==> config.mk <==
export PLATFORM = sky130hd
export DESIGN_NAME = maze_grid_to_weighted_graph
export DESIGN_NICKNAME = d
export VERILOG_FILES = /design/src/hdl/mgwg_pkg.sv /design/src/hdl/maze_grid_to_weighted_graph.sv /design/src/hdl/mgwg_datapath.sv /design/src/hdl/mgwg_ctrl.sv
export SDC_FILE = /design/constraint.sdc
export NUM_CORES = 2
export LEC_CHECK = 0
export BUFFER_PORTS_ARGS = -buffer_cell sky130_fd_sc_hd__buf_4
export CAP_MARGIN = 10
export CORE_MARGIN = 1.5
export CORE_UTILIZATION = 30
export DETAILED_ROUTE_END_ITERATION = 8
export SYNTH_ARGS = -nofsm -noshare
export SYNTH_HDL_FRONTEND = slang
export SYNTH_SLANG_ARGS = --single-unit
==> constraint.sdc <==
create_clock -name clk_i -period 10 [get_ports clk_i]
set_input_delay 0 -clock clk_i [delete_from_list [all_inputs] [get_ports clk_i]]
set_output_delay 0 -clock clk_i [all_outputs]
set_load 0.03 [all_outputs]
==> src/hdl/mgwg_pkg.sv <==
`timescale 1ns / 1ps

package mgwg_pkg;

  // Grid limits and derived widths
  localparam int MAX_ROWS  = 64;
  localparam int MAX_COLS  = 64;
  localparam int ROW_W     = $clog2(MAX_ROWS);
  localparam int COL_W     = $clog2(MAX_COLS);
  localparam int SIZE_W    = 7;
  localparam int WEIGHT_W  = 6;
  localparam int LOAD_ROWS = 3;

  // Input item kinds
  localparam logic KIND_WRITE = 1'b0;
  localparam logic KIND_EVAL  = 1'b1;

  // Register indexes (byte address bit 2)
  localparam logic REG_GRID_ROWS = 1'b0;
  localparam logic REG_GRID_COLS = 1'b1;

  typedef enum logic [1:0] {
    REC_VERTEX = 2'd0,
    REC_HEDGE  = 2'd1,
    REC_VEDGE  = 2'd2
  } rec_kind_e;

  // Controller to datapath commands
  typedef struct packed {
    logic      start_eval;
    logic      wr_row;
    logic      rd_issue;
    logic      shift;
    logic      h_step;
    logic      emit;
    rec_kind_e emit_kind;
    logic      emit_last;
  } dp_cmd_t;

  // Datapath to controller status
  typedef struct packed {
    logic node;
    logic h_open;
    logic v_open;
    logic h_cont;
    logic v_cont;
    logic out_ready;
  } dp_sts_t;

  // Open bit of a row at a column; columns with the top bit set are outside
  function automatic logic cell_at(input logic [MAX_COLS-1:0] row, input logic [COL_W:0] x);
    cell_at = x[COL_W] ? 1'b0 : row[x[COL_W-1:0]];
  endfunction

  // Straight corridor: open on exactly two opposite sides
  function automatic logic is_corridor(input logic up, input logic dn, input logic lf,
                                       input logic rt);
    is_corridor = (!up && !dn && lf && rt) || (up && dn && !lf && !rt);
  endfunction

endpackage

==> src/hdl/maze_grid_to_weighted_graph.sv <==
`timescale 1ns / 1ps
// Maze grid to weighted graph.
// Input channel (in_valid_i / in_stall_o): kind_i = 0 writes row_bits_i (1 = wall) into
// row row_index_i of the store with no result. kind_i = 1 evaluates cell
// (row_index_i, col_index_i) and yields 0 to 3 result items on the output channel
// (out_valid_o / out_stall_i): a vertex, then a horizontal edge, then a vertical edge,
// last_o marking the final one. Walls and non-node cells yield nothing.
// The block takes one item at a time; in_stall_o is high while an evaluation runs.
// Evaluation steps: take the item, fetch the rows above, at and below the cell (one
// store read port, registered read), test the node, walk the horizontal corridor one
// column at a time and stop, walk the vertical corridor row by row including the end
// row (fetch, window shift, test), and push each result.
// Results sit in an output register; while a result there is stalled the controller
// waits in its emit state with the next result, though the walks do not pause.
// Reset clears the controller and the output valid and sets grid_rows and grid_cols to
// 64; the row store holds no defined contents until rows are written. Size registers
// live on the APB port at byte addresses 0 and 4; the user must write them only
// while idle, as the block does not enforce it.
module maze_grid_to_weighted_graph (
  input  logic                          clk_i,
  input  logic                          rst_ni,
  // configuration
  input  logic                          psel,
  input  logic                          penable,
  input  logic                          pwrite,
  input  logic [2:0]                    paddr,
  input  logic [31:0]                   pwdata,
  output logic [31:0]                   prdata,
  output logic                          pready,
  // input items
  input  logic                          in_valid_i,
  output logic                          in_stall_o,
  input  logic                          kind_i,
  input  logic [mgwg_pkg::ROW_W-1:0]    row_index_i,
  input  logic [mgwg_pkg::COL_W-1:0]    col_index_i,
  input  logic [mgwg_pkg::MAX_COLS-1:0] row_bits_i,
  // result items
  output logic                          out_valid_o,
  input  logic                          out_stall_i,
  output logic [1:0]                    record_kind_o,
  output logic [mgwg_pkg::ROW_W-1:0]    from_row_o,
  output logic [mgwg_pkg::COL_W-1:0]    from_col_o,
  output logic [mgwg_pkg::ROW_W-1:0]    to_row_o,
  output logic [mgwg_pkg::COL_W-1:0]    to_col_o,
  output logic [mgwg_pkg::WEIGHT_W-1:0] weight_o,
  output logic                          last_o
);

  logic [mgwg_pkg::SIZE_W-1:0] grid_rows_q, grid_cols_q;
  logic [mgwg_pkg::SIZE_W-1:0] eff_rows, eff_cols;
  logic                        cfg_wr;
  mgwg_pkg::dp_cmd_t           cmd;
  mgwg_pkg::dp_sts_t           sts;

  // Configuration registers
  assign pready = 1'b1;
  assign cfg_wr = psel && penable && pwrite && pready;

  always_ff @(posedge clk_i or negedge rst_ni) begin
    if (!rst_ni) begin
      grid_rows_q <= mgwg_pkg::SIZE_W'(mgwg_pkg::MAX_ROWS);
      grid_cols_q <= mgwg_pkg::SIZE_W'(mgwg_pkg::MAX_COLS);
    end else if (cfg_wr) begin
      if (paddr[2] == mgwg_pkg::REG_GRID_ROWS) begin
        grid_rows_q <= pwdata[mgwg_pkg::SIZE_W-1:0];
      end else begin
        grid_cols_q <= pwdata[mgwg_pkg::SIZE_W-1:0];
      end
    end
  end

  assign prdata = (paddr[2] == mgwg_pkg::REG_GRID_COLS) ? 32'(grid_cols_q) : 32'(grid_rows_q);

  // Sizes clamped to the store
  assign eff_rows = (grid_rows_q > mgwg_pkg::SIZE_W'(mgwg_pkg::MAX_ROWS))
                  ? mgwg_pkg::SIZE_W'(mgwg_pkg::MAX_ROWS) : grid_rows_q;
  assign eff_cols = (grid_cols_q > mgwg_pkg::SIZE_W'(mgwg_pkg::MAX_COLS))
                  ? mgwg_pkg::SIZE_W'(mgwg_pkg::MAX_COLS) : grid_cols_q;

  mgwg_ctrl u_ctrl (
    .clk_i      (clk_i),
    .rst_ni     (rst_ni),
    .in_valid_i (in_valid_i),
    .kind_i     (kind_i),
    .in_stall_o (in_stall_o),
    .sts_i      (sts),
    .cmd_o      (cmd)
  );

  mgwg_datapath u_datapath (
    .clk_i         (clk_i),
    .rst_ni        (rst_ni),
    .cmd_i         (cmd),
    .sts_o         (sts),
    .eff_rows_i    (eff_rows),
    .eff_cols_i    (eff_cols),
    .row_index_i   (row_index_i),
    .col_index_i   (col_index_i),
    .row_bits_i    (row_bits_i),
    .out_stall_i   (out_stall_i),
    .out_valid_o   (out_valid_o),
    .record_kind_o (record_kind_o),
    .from_row_o    (from_row_o),
    .from_col_o    (from_col_o),
    .to_row_o      (to_row_o),
    .to_col_o      (to_col_o),
    .weight_o      (weight_o),
    .last_o        (last_o)
  );

endmodule

==> src/hdl/mgwg_datapath.sv <==
`timescale 1ns / 1ps

module mgwg_datapath (
  input  logic                              clk_i,
  input  logic                              rst_ni,
  input  mgwg_pkg::dp_cmd_t                 cmd_i,
  output mgwg_pkg::dp_sts_t                 sts_o,
  input  logic [mgwg_pkg::SIZE_W-1:0]       eff_rows_i,
  input  logic [mgwg_pkg::SIZE_W-1:0]       eff_cols_i,
  input  logic [mgwg_pkg::ROW_W-1:0]        row_index_i,
  input  logic [mgwg_pkg::COL_W-1:0]        col_index_i,
  input  logic [mgwg_pkg::MAX_COLS-1:0]     row_bits_i,
  input  logic                              out_stall_i,
  output logic                              out_valid_o,
  output logic [1:0]                        record_kind_o,
  output logic [mgwg_pkg::ROW_W-1:0]        from_row_o,
  output logic [mgwg_pkg::COL_W-1:0]        from_col_o,
  output logic [mgwg_pkg::ROW_W-1:0]        to_row_o,
  output logic [mgwg_pkg::COL_W-1:0]        to_col_o,
  output logic [mgwg_pkg::WEIGHT_W-1:0]     weight_o,
  output logic                              last_o
);

  localparam logic [mgwg_pkg::COL_W:0] ONE_C = 1;
  localparam logic [mgwg_pkg::ROW_W:0] ONE_R = 1;
  localparam logic [mgwg_pkg::ROW_W:0] TWO_R = 2;

  // Row store, one word per maze row
  logic [mgwg_pkg::MAX_COLS-1:0] mem [mgwg_pkg::MAX_ROWS];

  logic [mgwg_pkg::ROW_W-1:0]    r_q;
  logic [mgwg_pkg::COL_W-1:0]    c_q;
  logic [mgwg_pkg::COL_W:0]      x_q;
  logic [mgwg_pkg::ROW_W:0]      rd_row_q;
  logic [mgwg_pkg::MAX_COLS-1:0] rd_data_q;
  logic                          rd_ok_q;
  logic [mgwg_pkg::MAX_COLS-1:0] up_q, mid_q, dn_q;
  logic [mgwg_pkg::MAX_COLS-1:0] col_mask;

  logic                          out_valid_q;
  logic [1:0]                    kind_q;
  logic [mgwg_pkg::ROW_W-1:0]    from_row_q;
  logic [mgwg_pkg::COL_W-1:0]    from_col_q;
  logic [mgwg_pkg::ROW_W-1:0]    to_row_q;
  logic [mgwg_pkg::COL_W-1:0]    to_col_q;
  logic [mgwg_pkg::WEIGHT_W-1:0] weight_q;
  logic                          last_q;

  logic [mgwg_pkg::ROW_W-1:0]    to_row_d;
  logic [mgwg_pkg::COL_W-1:0]    to_col_d;
  logic [mgwg_pkg::WEIGHT_W-1:0] weight_d;

  logic [mgwg_pkg::COL_W:0]      c7;
  logic [mgwg_pkg::ROW_W:0]      mid_row;
  logic [mgwg_pkg::COL_W:0]      h_diff;
  logic [mgwg_pkg::ROW_W:0]      v_diff;
  logic                          cur_open, cur_corr, x_open, x_corr;

  // Row write and row fetch
  always_ff @(posedge clk_i) begin
    if (cmd_i.wr_row) begin
      mem[row_index_i] <= row_bits_i;
    end
    if (cmd_i.rd_issue) begin
      rd_data_q <= mem[rd_row_q[mgwg_pkg::ROW_W-1:0]];
      rd_ok_q   <= mgwg_pkg::SIZE_W'(rd_row_q) < eff_rows_i;
    end
  end

  // Columns in use
  always_comb begin
    for (int i = 0; i < mgwg_pkg::MAX_COLS; i++) begin
      col_mask[i] = mgwg_pkg::SIZE_W'(i) < eff_cols_i;
    end
  end

  // Cell position, walk pointers and the three-row window of open bits
  always_ff @(posedge clk_i) begin
    if (cmd_i.start_eval) begin
      r_q      <= row_index_i;
      c_q      <= col_index_i;
      x_q      <= {1'b0, col_index_i} + ONE_C;
      rd_row_q <= {1'b0, row_index_i} - ONE_R;
    end else begin
      if (cmd_i.rd_issue) begin
        rd_row_q <= rd_row_q + ONE_R;
      end
      if (cmd_i.h_step) begin
        x_q <= x_q + ONE_C;
      end
    end
    if (cmd_i.shift) begin
      up_q  <= mid_q;
      mid_q <= dn_q;
      dn_q  <= rd_ok_q ? (~rd_data_q & col_mask) : '0;
    end
  end

  // Cell tests on the window
  always_comb begin
    c7       = {1'b0, c_q};
    cur_open = mgwg_pkg::cell_at(mid_q, c7);
    cur_corr = mgwg_pkg::is_corridor(mgwg_pkg::cell_at(up_q, c7), mgwg_pkg::cell_at(dn_q, c7),
                                     mgwg_pkg::cell_at(mid_q, c7 - ONE_C),
                                     mgwg_pkg::cell_at(mid_q, c7 + ONE_C));
    x_open   = mgwg_pkg::cell_at(mid_q, x_q);
    x_corr   = mgwg_pkg::is_corridor(mgwg_pkg::cell_at(up_q, x_q), mgwg_pkg::cell_at(dn_q, x_q),
                                     mgwg_pkg::cell_at(mid_q, x_q - ONE_C),
                                     mgwg_pkg::cell_at(mid_q, x_q + ONE_C));
    sts_o.node      = cur_open && !cur_corr;
    sts_o.v_cont    = cur_open && cur_corr;
    sts_o.h_open    = mgwg_pkg::cell_at(mid_q, c7 + ONE_C);
    sts_o.v_open    = mgwg_pkg::cell_at(dn_q, c7);
    sts_o.h_cont    = x_open && x_corr;
    sts_o.out_ready = !out_valid_q || !out_stall_i;
  end

  // Result fields by record kind; the middle window row trails the fetch pointer by two
  always_comb begin
    mid_row = rd_row_q - TWO_R;
    h_diff  = x_q - c7;
    v_diff  = mid_row - {1'b0, r_q};
    unique case (cmd_i.emit_kind)
      mgwg_pkg::REC_HEDGE: begin
        to_row_d = r_q;
        to_col_d = x_q[mgwg_pkg::COL_W-1:0];
        weight_d = mgwg_pkg::WEIGHT_W'(h_diff);
      end
      mgwg_pkg::REC_VEDGE: begin
        to_row_d = mid_row[mgwg_pkg::ROW_W-1:0];
        to_col_d = c_q;
        weight_d = mgwg_pkg::WEIGHT_W'(v_diff);
      end
      default: begin
        to_row_d = r_q;
        to_col_d = c_q;
        weight_d = '0;
      end
    endcase
  end

  // Output register
  always_ff @(posedge clk_i or negedge rst_ni) begin
    if (!rst_ni) begin
      out_valid_q <= 1'b0;
    end else if (cmd_i.emit) begin
      out_valid_q <= 1'b1;
    end else if (!out_stall_i) begin
      out_valid_q <= 1'b0;
    end
  end

  // Node position is held with the item so a new evaluation cannot disturb it
  always_ff @(posedge clk_i) begin
    if (cmd_i.emit) begin
      kind_q     <= cmd_i.emit_kind;
      from_row_q <= r_q;
      from_col_q <= c_q;
      to_row_q   <= to_row_d;
      to_col_q   <= to_col_d;
      weight_q   <= weight_d;
      last_q     <= cmd_i.emit_last;
    end
  end

  assign out_valid_o   = out_valid_q;
  assign record_kind_o = kind_q;
  assign from_row_o    = from_row_q;
  assign from_col_o    = from_col_q;
  assign to_row_o      = to_row_q;
  assign to_col_o      = to_col_q;
  assign weight_o      = weight_q;
  assign last_o        = last_q;

endmodule

==> src/hdl/mgwg_ctrl.sv <==
`timescale 1ns / 1ps

module mgwg_ctrl (
  input  logic              clk_i,
  input  logic              rst_ni,
  input  logic              in_valid_i,
  input  logic              kind_i,
  output logic              in_stall_o,
  input  mgwg_pkg::dp_sts_t sts_i,
  output mgwg_pkg::dp_cmd_t cmd_o
);

  typedef enum logic [8:0] {
    ST_IDLE    = 9'b000000001,
    ST_FETCH   = 9'b000000010,
    ST_SHIFT   = 9'b000000100,
    ST_NODE    = 9'b000001000,
    ST_EMIT_VX = 9'b000010000,
    ST_HWALK   = 9'b000100000,
    ST_EMIT_H  = 9'b001000000,
    ST_VWALK   = 9'b010000000,
    ST_EMIT_V  = 9'b100000000
  } state_e;

  localparam logic [1:0] LOAD_LAST = 2'(mgwg_pkg::LOAD_ROWS - 1);

  state_e     state_q, state_d;
  logic       vmode_q, vmode_d;
  logic [1:0] cnt_q, cnt_d;

  always_ff @(posedge clk_i or negedge rst_ni) begin
    if (!rst_ni) begin
      state_q <= ST_IDLE;
      vmode_q <= 1'b0;
      cnt_q   <= '0;
    end else begin
      state_q <= state_d;
      vmode_q <= vmode_d;
      cnt_q   <= cnt_d;
    end
  end

  assign in_stall_o = (state_q != ST_IDLE);

  // Next state and commands
  always_comb begin
    state_d = state_q;
    vmode_d = vmode_q;
    cnt_d   = cnt_q;
    cmd_o   = '0;
    unique case (state_q)
      ST_IDLE: begin
        if (in_valid_i) begin
          if (kind_i == mgwg_pkg::KIND_EVAL) begin
            cmd_o.start_eval = 1'b1;
            vmode_d          = 1'b0;
            cnt_d            = '0;
            state_d          = ST_FETCH;
          end else begin
            cmd_o.wr_row = 1'b1;
          end
        end
      end
      ST_FETCH: begin
        cmd_o.rd_issue = 1'b1;
        state_d        = ST_SHIFT;
      end
      ST_SHIFT: begin
        cmd_o.shift = 1'b1;
        if (vmode_q) begin
          state_d = ST_VWALK;
        end else if (cnt_q == LOAD_LAST) begin
          state_d = ST_NODE;
        end else begin
          cnt_d   = cnt_q + 2'd1;
          state_d = ST_FETCH;
        end
      end
      ST_NODE: begin
        state_d = sts_i.node ? ST_EMIT_VX : ST_IDLE;
      end
      ST_EMIT_VX: begin
        if (sts_i.out_ready) begin
          cmd_o.emit      = 1'b1;
          cmd_o.emit_kind = mgwg_pkg::REC_VERTEX;
          cmd_o.emit_last = !sts_i.h_open && !sts_i.v_open;
          if (sts_i.h_open) begin
            state_d = ST_HWALK;
          end else if (sts_i.v_open) begin
            vmode_d = 1'b1;
            state_d = ST_FETCH;
          end else begin
            state_d = ST_IDLE;
          end
        end
      end
      // one column per cycle along the node's row
      ST_HWALK: begin
        if (sts_i.h_cont) begin
          cmd_o.h_step = 1'b1;
        end else begin
          state_d = ST_EMIT_H;
        end
      end
      ST_EMIT_H: begin
        if (sts_i.out_ready) begin
          cmd_o.emit      = 1'b1;
          cmd_o.emit_kind = mgwg_pkg::REC_HEDGE;
          cmd_o.emit_last = !sts_i.v_open;
          if (sts_i.v_open) begin
            vmode_d = 1'b1;
            state_d = ST_FETCH;
          end else begin
            state_d = ST_IDLE;
          end
        end
      end
      // one row per fetch/shift pair down the node's column
      ST_VWALK: begin
        state_d = sts_i.v_cont ? ST_FETCH : ST_EMIT_V;
      end
      ST_EMIT_V: begin
        if (sts_i.out_ready) begin
          cmd_o.emit      = 1'b1;
          cmd_o.emit_kind = mgwg_pkg::REC_VEDGE;
          cmd_o.emit_last = 1'b1;
          state_d         = ST_IDLE;
        end
      end
      default: begin
        state_d = ST_IDLE;
      end
    endcase
  end

  // A result is only pushed into a free output slot
  a_emit_ready: assert property (@(posedge clk_i) disable iff (!rst_ni)
    cmd_o.emit |-> sts_i.out_ready)
    else $error("result pushed into a full output register");

  // An accepted evaluate item keeps the input stalled on the next cycle
  a_eval_busy: assert property (@(posedge clk_i) disable iff (!rst_ni)
    (in_valid_i && !in_stall_o && kind_i == mgwg_pkg::KIND_EVAL) |=> in_stall_o)
    else $error("evaluate item did not make the block busy");

  // A fetched row is always shifted into the window next
  a_fetch_shift: assert property (@(posedge clk_i) disable iff (!rst_ni)
    cmd_o.rd_issue |=> cmd_o.shift)
    else $error("fetched row not shifted into the window");

  // The final result of a cell returns the block to idle
  a_last_idle: assert property (@(posedge clk_i) disable iff (!rst_ni)
    (cmd_o.emit && cmd_o.emit_last) |=> !in_stall_o)
    else $error("block busy after the final result of a cell");

endmodule

==> run metrics <==
Slew HR 0.000882; core area 0.577 mm^2; Crit path arrival time 7.00 ns; M1 GR Usage 0.208; post-synthesis mux area share 0.198; # IOs 187; PortBufs 133; residual DRC count 0; Die X 765 um; Yosys Warn Count 0; Vias 82.0k; most frequent cells in the layout edfxtp_1 (4412), mux4_2 (1475), clkbuf_16 (445), buf_4 (276), dlygate4sd3_1 (116); die area 0.585 mm^2; Crit. End Element flip-flop; Final Hold Viols 0; most common cell after layout, fill and taps aside edfxtp_1; fraction of registers with async set/reset 0.00608; cell taking the most area after synthesis edfxtp_1; GRT Util Overall 0.153; Seq/Total Area, Yosys 0.765; ANT nets after route 0; HPWL after detailed placement 252000 um; maximum VDD drop 0.180 mV; Max-Cap Viols 0; DR iter-0 viols 10.9k; Mapped Cells 7180; Synth top area share 0.761; status completed; initial core utilization 0.301; Synth Area in Adders 0.00224; Die Y 765 um; Setup Skew 0.0789 ns; Fmax achieved 156 MHz; Leakage Power 60.8 nW; CP max-delay cell nor3b_1; complex-gate fraction of the synthesized area 0.00982; Setup Viol. Count Final 0; Reg clk slew, reported paths 0.06 ns; Avg Inst Size Synth 24.2 um^2; startpoint types flip-flop; RSZ-0062 raised after global routing false; WHS Path Cells 2; xor/xnor cell area share of the yosys netlist 0.00238; WP buf/inv 3; crit path max fanout 35; Final Max Slew Viols 0; synthesized area 0.174 mm^2; Tcrit/Tclk final 0.640; vias per cell 5.20; delay of the slowest critical-path stage 1.02 ns; Area contributors post-synth edfxtp_1 (76%), mux4_2 (19%), clkbuf_1 (0.52%); clock sink count 4439; Critical Path, Cell by Cell nor2_1 -> nor4b_2 -> nand2_1 -> nor3_1 -> inv_1 -> nor3b_1 -> and2b_1 -> nand2_1 -> nor2_4 -> buf_4 -> buf_4; layout cells sized above 1 0.316; # resized after CTS 0; Layout Nets 7812; global route overflow 0; Crit path max-delay family simple AND/OR/NAND/NOR gates; met3 Use GR 0.0252; post-synthesis register bit count 4439; grt peak-use layer met2; clock latency on the worst-skew pair 1.02 ns; critical path depth 11; Worst R2R Path Depth 11; dominant synthesized flop cell edfxtp_1; TritonCTS clock tree yes; vias in the first global route 83.2k; fill cell count 52.7k; htree depth 5; Slew @ Worst Pin 1.50 ns; Synth cell types 83; Synth Area in Simple Gates 0.0109; Clock Tree Root clkbuf_16; Power per Cell Area 222 mW/mm^2; dominant combinational cell family by area after synthesis multiplexers; EDFF count, synth 4412; hold crit path type input port to flip-flop; first-pass GRT wire length 645000 um; initial antenna violation count 61; min Tclk post-route 6.40 ns; area of the multi-input gates 0.0394 mm^2; area grow syn2layout 15.3%; Reg area 0.133 mm^2; setup_tns 0 ns; Std-Cell Rows 279; M2 GR Usage 0.254; final core occ 0.348; routed length per instance 29.2 um; total CTS buffers 444; largest net degree at the start of global routing 146; Max clock buf depth 4; Final GP Congestion 0.866; worst endpoint required time 10.60 ns; routed wire length 461000 um; Initial DRT Pass Iterations 8; critical path type flip-flop to flip-flop
[layer usage]
| layer | wire, um | share of wire |
|---|---|---|
| met5 | 93 | 0.00020 |
| met2 | 224000 | 0.49 |
| met1 | 183000 | 0.40 |
| met4 | 15000 | 0.033 |
| met3 | 38600 | 0.084 |
[power breakdown]
| part | internal [mW] | leakage [nW] | switching (mW) |
|---|---|---|---|
| clock | 9.19 | 6.95 | 7.12 |
| sequential | 20.7 | 40.0 | 0.196 |
| combinational | 3.35 | 13.9 | 3.91 |
| total | 33.3 | 60.8 | 11.2 |
[final cells by class]
cell class | instances | share of cell area
Timing Repair Buffer | 429 | 0.0198
Sequential cell | 4439 | 0.664
Multi-Input combinational cell | 2314 | 0.196
Antenna cell | 13 | 0.000162
Inverter | 35 | 0.000692
Clock inverter | 295 | 0.0141
Tap cell | 7727 | 0.0482
Clock buffer | 526 | 0.0571
[metrics by stage]
stage          hold WS [ns]  cells  power [mW]  setup WS, ns  cell area, um^2
3_3_place_gp        -0.0780  14800        28.5          3.52           185000
6_report              0.103  15800        44.5          3.60           201000
4_1_cts              0.0639  15800        44.9          3.70           201000
3_5_place_dp        -0.0656  14800        28.6          3.78           185000
2_1_floorplan        -0.296   7204        26.1          3.09           174000
5_1_grt               0.132  15800        45.9          3.40           201000
[cell families (layout without fill, tap and decap cells)]
family / count (synthesis) / after routing
and+or+nand+nor: 380 / 380
muxes: 1588 / 1588
xor gates and xnor gates: 43 / 43
buffers and inverters: 451 / 1285
other: 2 / 39
adders and majority gates: 30 / 30
DFF: 4439 / 4439
AOI/OAI and AO/OA: 247 / 247
[final timing paths]
kind / to / from / slack, ns
worst min register to register: u_datapath.mid_q[8]$_DFFE_PP_ / u_datapath.dn_q[8]$_SDFFCE_PN0P_ / 0.47
max in group asynchronous: u_ctrl.state_q[0]$_DFFE_PN1P_ / rst_ni / 9.19
min in group asynchronous: grid_cols_q[0]$_DFFE_PN0P_ / rst_ni / 0.56
worst max-delay path: u_datapath.mem[26][21]$_DFFE_PP_ / u_ctrl.state_q[4]$_DFFE_PN0P_ / 3.60
worst min-delay path: u_datapath.mem[10][24]$_DFFE_PP_ / row_bits_i[24] / 0.10
worst max register to register: u_datapath.mem[26][21]$_DFFE_PP_ / u_ctrl.state_q[4]$_DFFE_PN0P_ / 3.60
[registers in the layout, indices dropped and copies added (netlist names), 2 cells and up]
| signal | flops |
|---|---|
| u_datapath.to_row_o | 6 |
| u_ctrl.state_q | 9 |
| u_ctrl.cnt_q | 2 |
| grid_rows_q | 7 |
| grid_cols_q | 7 |
| u_datapath.x_q | 7 |
| u_datapath.dn_q | 64 |
| u_datapath.rd_row_q | 7 |
| u_datapath.mid_q | 64 |
| u_datapath.r_q | 6 |
| u_datapath.from_col_o | 6 |
| u_datapath.record_kind_o | 2 |
| u_datapath.up_q | 64 |
| u_datapath.from_row_o | 6 |
| u_datapath.to_col_o | 6 |
| u_datapath.mem | 4096 |
| u_datapath.weight_o | 6 |
| u_datapath.rd_data_q | 64 |
| u_datapath.c_q | 6 |
[cells in the mapped netlist (32+ instances only)]
cell	number
a211oi_1	58
a21oi_1	50
buf_1	64
buf_2	57
buf_4	32
clkbuf_1	243
edfxtp_1	4412
mux2i_1	89
mux4_2	1475
nand2_1	68
nand2b_1	34
nor2_1	142
[what timing repair did]
| item | 4_1_cts | 5_1_grt |
|---|---|---|
| hold buffers | 117 | 0 |
| endpoints found under the setup margin | 0 | 0 |
| setup buffers | 0 | 0 |
| endpoints found under the hold margin | 4258 | 0 |
[worst reg2reg max path, delay by kind of cell, from the launching register on]
| family | cells | cell delay, ns |
|---|---|---|
| simple gates | 8 | 3.88 |
| buf+inv | 3 | 1.67 |
| flops | 1 | 0.45 |
No activity file was read; power rests on OpenSTA's default activity.
